<file path="src/rh_pkg.sv">
// Shared types and constants for the Robin Hood hash table.
// Used by the controller, the datapath, the top level and the checker.
package rh_pkg;

    localparam int CAPACITY     = 1024;
    localparam int IDX_W        = $clog2(CAPACITY);
    localparam int STEP_W       = IDX_W + 1;
    localparam int KEY_BITS     = 64;
    localparam int PAYLOAD_BITS = 64;
    localparam int LOG2_MIN     = 6;
    localparam int LOG2_MAX     = IDX_W;

    localparam logic [1:0] KIND_LOOKUP = 2'd0;
    localparam logic [1:0] KIND_INSERT = 2'd1;
    localparam logic [1:0] KIND_READ   = 2'd2;

    localparam logic [2:0] ST_NEW    = 3'd0;
    localparam logic [2:0] ST_FOUND  = 3'd1;
    localparam logic [2:0] ST_HIT    = 3'd2;
    localparam logic [2:0] ST_MISS   = 3'd3;
    localparam logic [2:0] ST_FULL   = 3'd4;
    localparam logic [2:0] ST_FROZEN = 3'd5;
    localparam logic [2:0] ST_READ   = 3'd6;

    localparam logic [1:0] REG_LOG2   = 2'd0;
    localparam logic [1:0] REG_MAX    = 2'd1;
    localparam logic [1:0] REG_FROZEN = 2'd2;

    localparam logic [1:0] PH_LOOK  = 2'd0;
    localparam logic [1:0] PH_SCAN  = 2'd1;
    localparam logic [1:0] PH_PLACE = 2'd2;

    typedef struct packed {
        logic [1:0]  kind;
        logic [63:0] key;
        logic [31:0] hash_value;
        logic [63:0] new_payload;
        logic [9:0]  slot_index;
    } t_req;

    typedef struct packed {
        logic [2:0]  status;
        logic [63:0] payload_out;
        logic [63:0] key_out;
        logic        slot_occupied;
        logic [9:0]  live_count;
    } t_rsp;

    typedef struct packed {
        logic [3:0] log2_capacity_in_use;
        logic [9:0] max_entries;
        logic       frozen_flag;
    } t_cfg;

    typedef struct packed {
        logic clr;
        logic load_req;
        logic eval;
        logic load_out;
    } t_cmd;

    typedef struct packed {
        logic clr_done;
        logic eval_done;
        logic out_free;
    } t_sts;

endpackage

</file>
<file path="src/rh_ctrl.sv">
// Sequencer for the hash table: clearing sweep, request intake, probe loop
// and result hand-off. Depends on rh_pkg.
module rh_ctrl (
    input  logic         i_clk,
    input  logic         i_rst_n,
    input  logic         i_in_valid,
    output logic         o_in_ready,
    input  rh_pkg::t_sts i_sts,
    output rh_pkg::t_cmd o_cmd
);
    import rh_pkg::*;

    localparam logic [2:0] S_CLEAR = 3'd0;
    localparam logic [2:0] S_IDLE  = 3'd1;
    localparam logic [2:0] S_ADDR  = 3'd2;
    localparam logic [2:0] S_EVAL  = 3'd3;
    localparam logic [2:0] S_FIN   = 3'd4;

    logic [2:0] r_state;
    logic [2:0] n_state;

    always_ff @(posedge i_clk) begin
        if (!i_rst_n) begin
            r_state <= S_CLEAR;
        end else begin
            r_state <= n_state;
        end
    end

    always_comb begin
        n_state    = r_state;
        o_cmd      = '0;
        o_in_ready = 1'b0;
        case (r_state)
            S_CLEAR: begin
                o_cmd.clr = 1'b1;
                if (i_sts.clr_done) n_state = S_IDLE;
            end
            S_IDLE: begin
                o_in_ready = 1'b1;
                if (i_in_valid) begin
                    o_cmd.load_req = 1'b1;
                    n_state        = S_ADDR;
                end
            end
            S_ADDR: n_state = S_EVAL;
            S_EVAL: begin
                o_cmd.eval = 1'b1;
                n_state    = i_sts.eval_done ? S_FIN : S_ADDR;
            end
            S_FIN: begin
                if (i_sts.out_free) begin
                    o_cmd.load_out = 1'b1;
                    n_state        = S_IDLE;
                end
            end
            default: n_state = S_CLEAR;
        endcase
    end

endmodule

</file>
<file path="config.mk">
export PLATFORM = sky130hd
export DESIGN_NAME = rh_ctrl
export DESIGN_NICKNAME = d
export VERILOG_FILES = /design/src/rh_pkg.sv /design/src/rh_ctrl.sv
export SDC_FILE = /design/constraint.sdc
export NUM_CORES = 1
export LEC_CHECK = 0
export BUFFER_PORTS_ARGS = -buffer_cell sky130_fd_sc_hd__buf_2
export CORE_AREA = 2 2 39 41
export DETAILED_ROUTE_END_ITERATION = 12
export DIE_AREA = 0 0 41 43
export GPL_ROUTABILITY_DRIVEN = 0
export PLACE_DENSITY = 0.44
export SLEW_MARGIN = 20
export SYNTH_ARGS = -nofsm -noshare
export SYNTH_HDL_FRONTEND = slang
export SYNTH_SLANG_ARGS = --single-unit
export TNS_END_PERCENT = 5
</file>
<file path="constraint.sdc">
create_clock -name i_clk -period 1.3 [get_ports i_clk]
set_input_delay 0 -clock i_clk [delete_from_list [all_inputs] [get_ports i_clk]]
set_output_delay 0 -clock i_clk [all_outputs]
set_load 0.02 [all_outputs]
</file>
[After elaboration in Yosys (flattened, before gate mapping)]
Index checks and enable logic that the tools add are counted.
Storage, ports and cells
  bits in latches: 0
  memories: 0
  output and inout bits: 5
  RAM bits: 0
  register bits after elaboration: 3
  bits in read-only memories: 0
Operators by class
  divide/modulo/power cells: 0
  reduce and logical (&&, ||, !) cells: 2
  $lt $le $gt $ge: 0
  $add $sub $neg: 0
  bitwise gates (word level): 0
  eq/ne operators: 7
  multiplexer cells: 12
  $mul: 0
  shift operators: 0
Operator list (count)
  one-hot mux 3 bit (5 select lines): 1
  2-to-1 mux 3 bit: 4
  2-to-1 mux 1 bit: 7
  == test 3 x 2 -> 1 bit, second input constant: 2
  != test 2 bit, second input constant: 3
  == test 3 x 1 -> 1 bit, second input constant: 1
  == test 3 bit, second input constant: 1
  logical NOT 3 bit: 1
  AND reduction 3 bit: 1

[Logic depth before layout (Yosys ltp)]
  word-level depth: 3
  mapped depth: 4

[Worst setup path after synthesis]
No wires, ideal clock.
  kind: register -> register
  start: register r_state[1]
  end: register r_state[0]
  stages on the path, launching flop included: 4
  buffers on the path: 1
  setup slack: 0.143 ns
  data arrival time: 1.037 ns
  library setup time: 0.120 ns
  clock period less this slack: 1.157 ns
  path through: dfxtp_1 buf_2 and4bb_2 o31a_1
On the way
  longest elaborated chain between the ends: 3
  elaborated cells on any way between the ends: 10
  those cells by class: 7 x eq/ne; 1 x mux; 2 x reduce/logical
Ends and longest elaborated chain
  start: declaration: line rh_ctrl.sv:19  | logic [2:0] r_state;
  start signal: assignment: line rh_ctrl.sv:26  | r_state <= n_state;
  == test 3 bit (tied with other cells): line rh_ctrl.sv:34  | case (r_state)
  != test 2 bit (no line)
  AND reduction 3 bit (no line)
Parallel ways exist; a longest one is shown, timed or not.
A chain may end at the register's enable or synchronous reset.

==> results.py <==
metrics = {
    "synthesis": {
        "ys_types": 17,
        "synth-xor-area-share": 0,
        "async_flop_share": 0,
        "synth_compound_area_frac": 0.108,
        "yosysTopAreaCellShare": 0.306,
        "synth_seq_cells": 3,
        "yosys.area_share.adder": 0,
        "synth_edf_count": 0,
        "synth_top_family_by_area": "simple AND/OR/NAND/NOR gates",
        "yosysSeqAreaShare": 0.306,
        "yosys.area.top_type": "dfxtp_1",
        "yosys_most_used_dff": "dfxtp_1",
        "netlist_top_cells_area": "dfxtp_1, nor3_1, and4bb_2",
        "yosysWarnings": 0,
        "syn_area_um2": 196,
        "syn_inst": 22,
        "synth-simple-area-share": 0.478,
        "synthTopCellsByCount": "dfxtp_1, nor3_1, buf_2",
        "synthesis.nets": 28,
        "synthMuxAreaShare": 0,
        "synth_area_per_cell_um2": 8.93,
    },
    "floorplan": {
        "coreArea_mm2": 0.00138,
        "dieArea_mm2": 0.00176,
        "die_w_um": 41,
        "io_pins": 11,
        "start_util": 0.142,
        "placementRows": 14,
        "die_h_um": 43,
    },
    "cts": {
        "clk_latency_ns": 0.24,
        "numCtsBuffers": 3,
        "cts_tree": "built",
        "cts_root_buffer": "clkbuf_4",
        "clock-sinks": 3,
        "path_clk_slew_ns": 0.04,
        "holdBufCountCts": 0,
        "cts_buffer_depth": 2,
        "cts_max_level": 1,
    },
    "worst_setup_path": {
        "cp-end-kind": "output port",
        "critPathLaunch": "r_state[0]",
        "start_kind": "flop",
        "r2r_end": "r_state[0]",
        "endpoint": "o_cmd[2]",
        "r2r_slack_ns": 0.23,
        "reg2reg_from": "r_state[1]",
        "path_class": "reg2out",
        "rr_worst_depth": 2,
        "cp.required_ns": 1.30,
        "cp_max_fo": 7,
        "arrival_ns": 1.12,
    },
    "finish": {
        "regMostFlops": "r_state",
        "final_layout_size_suffix_gt1_frac": 0.500,
        "stdcell_count": 52,
        "syn2layout_area_growth_pct": 50.3,
        "largestRegisters": "r_state (3)",
        "largest_register_ffs": 3,
        "num_antenna_cells": 0,
        "num-nets-final": 43,
    },
    "placed_design": {
        "port_buffers": 10,
        "dp_cells": 48,
        "hpwl_um": 393,
    },
    "detailed_routing": {
        "num_vias": 218,
        "route.detailed.drc": 0,
        "drt_iter0_markers": 6,
        "dr.pass1.iters": 2,
        "routed_wl_um": 532,
        "drtAntennaViolNets": 0,
        "vias_per_cell": 4.19,
        "wl_per_cell_um": 10.2,
    },
    "sta": {
        "max_freq_mhz": 891,
        "final_max_slew_viol_count": 0,
        "relSlewSlack": 0.832,
        "finalSetupTns_ns": 0,
        "period_needed_ns": 1.12,
        "worst_pin_slew_ns": 0.249,
        "min_period_over_period": 0.863,
        "grt_setup_unrepaired": "no",
        "hold_viol_final": 0,
        "skew_ns": 0.000401,
        "setup_violations": 0,
    },
    "pwr": {
        "total_power_w": 0.000345,
        "p_comb_frac": 0.198,
        "power.density_mw_per_mm2": 1170,
        "seq_power_share": 0.311,
        "leakage_nw": 0.134,
        "clkPwrFrac": 0.490,
        "ir_worst_vdd_uv": 347,
        "netSwitchingPower_w": 0.0000983,
        "p_int_w": 0.000247,
        "swShare": 0.285,
    },
    "global_route": {
        "grt_first_pass_wirelength_um": 897,
        "grt.total_usage": 0.0821,
        "grt-ovfl-total": 0,
        "grt_max_degree": 8,
        "grt_pass1_vias": 193,
        "antenna_found_initial": 0,
    },
    "hold_path": {
        "hold_class": "in2reg",
    },
    "run": {
        "drv_cap": 0,
    },
    "status": {
        "outcome": "complete, no violations",
    },
}
[cell type report]
cell class              count  area, µm²
clock buffers               4       26.3
fillers                   155       1090
multi-input cells          16        115
flip-flops and latches      3       61.3
well taps                  16       20.0
repair buffers             13       72.6
[metal layers]
layer	global-route usage	vias up	share of wire
met2	0.0625	13	0.26
met5	0	-	0
met3	0.0733	2	0.14
met1	0.124	93	0.58
li1	-	110	-
met4	0.0600	0	0.019
[stage by stage]
stage / utilization / hold WS, ns / area [µm²] / worst slack [ns]
after floorplan: - / 0.128 / 196 / 0.143
after global placement: 0.193 / 0.273 / 268 / 0.188
after detailed placement: 0.193 / 0.272 / 268 / 0.199
after CTS: 0.212 / 0.0242 / 294 / 0.0914
after global routing: 0.213 / 0.0218 / 295 / 0.0570
final: 0.213 / 0.0256 / 295 / 0.178
[kinds of logic (layout without fill, tap and decap cells)]
logic type             Yosys count  in the layout
flip-flops                       3              3
AND/OR/NAND/NOR                 13             13
buffers and inverters            3             17
AO/OA/AOI/OAI                    3              3
[how the worst min path moves through the flow]
stage | slack [ns] | start | cells past startpoint | to
6_report | 0.03 | i_rst_n | 2 | r_state[0]
5_1_grt | 0.02 | i_rst_n | 2 | r_state[0]
4_1_cts | 0.02 | i_rst_n | 2 | r_state[0]
3_5_place_dp | 0.27 | i_rst_n | 2 | r_state[0]
3_3_place_gp | 0.27 | i_rst_n | 2 | r_state[0]
2_1_floorplan | 0.13 | i_rst_n | 1 | r_state[0]
[worst max-delay path, stage by stage, from the launching register on]
cell,delay [ns]
dfxtp_2,0.38
buf_4,0.15
nand2_1,0.04
nor3_1,0.13
buf_2,0.19
[cells in the final DEF (no fill, tap or decap)]
| cell type | n |
|---|---|
| nor2_1 | 1 |
| nor3_1 | 3 |
| dfxtp_1 | 2 |
| clkbuf_4 | 3 |
| nand3_1 | 1 |
| nand4b_1 | 1 |
| nor4bb_1 | 1 |
| or4b_1 | 1 |
| clkbuf_1 | 1 |
| nand2_1 | 1 |
| and3b_1 | 1 |
| o31a_1 | 1 |
| dfxtp_2 | 1 |
| a21boi_1 | 1 |
| buf_4 | 3 |
| a21oi_1 | 1 |
| and4bb_2 | 1 |
| buf_2 | 10 |
| nor3b_1 | 1 |
| nor4b_1 | 1 |
[power groups by stage]
stage	Combinational, W	Clock, W	Sequential (W)
after floorplan	0.0000504	0	0.000102
after global placement	0.0000690	0	0.000108
after detailed placement	0.0000683	0	0.000108
after CTS	0.0000690	0.000176	0.000107
after global routing	0.0000756	0.000193	0.000108
final	0.0000685	0.000169	0.000108
[what timing repair did]
action                                  4_1_cts  5_1_grt
endpoints found under the setup margin        0        1
resized for setup                             0        1
setup buffers                                 0        0
(Power assumes the default switching activity.)
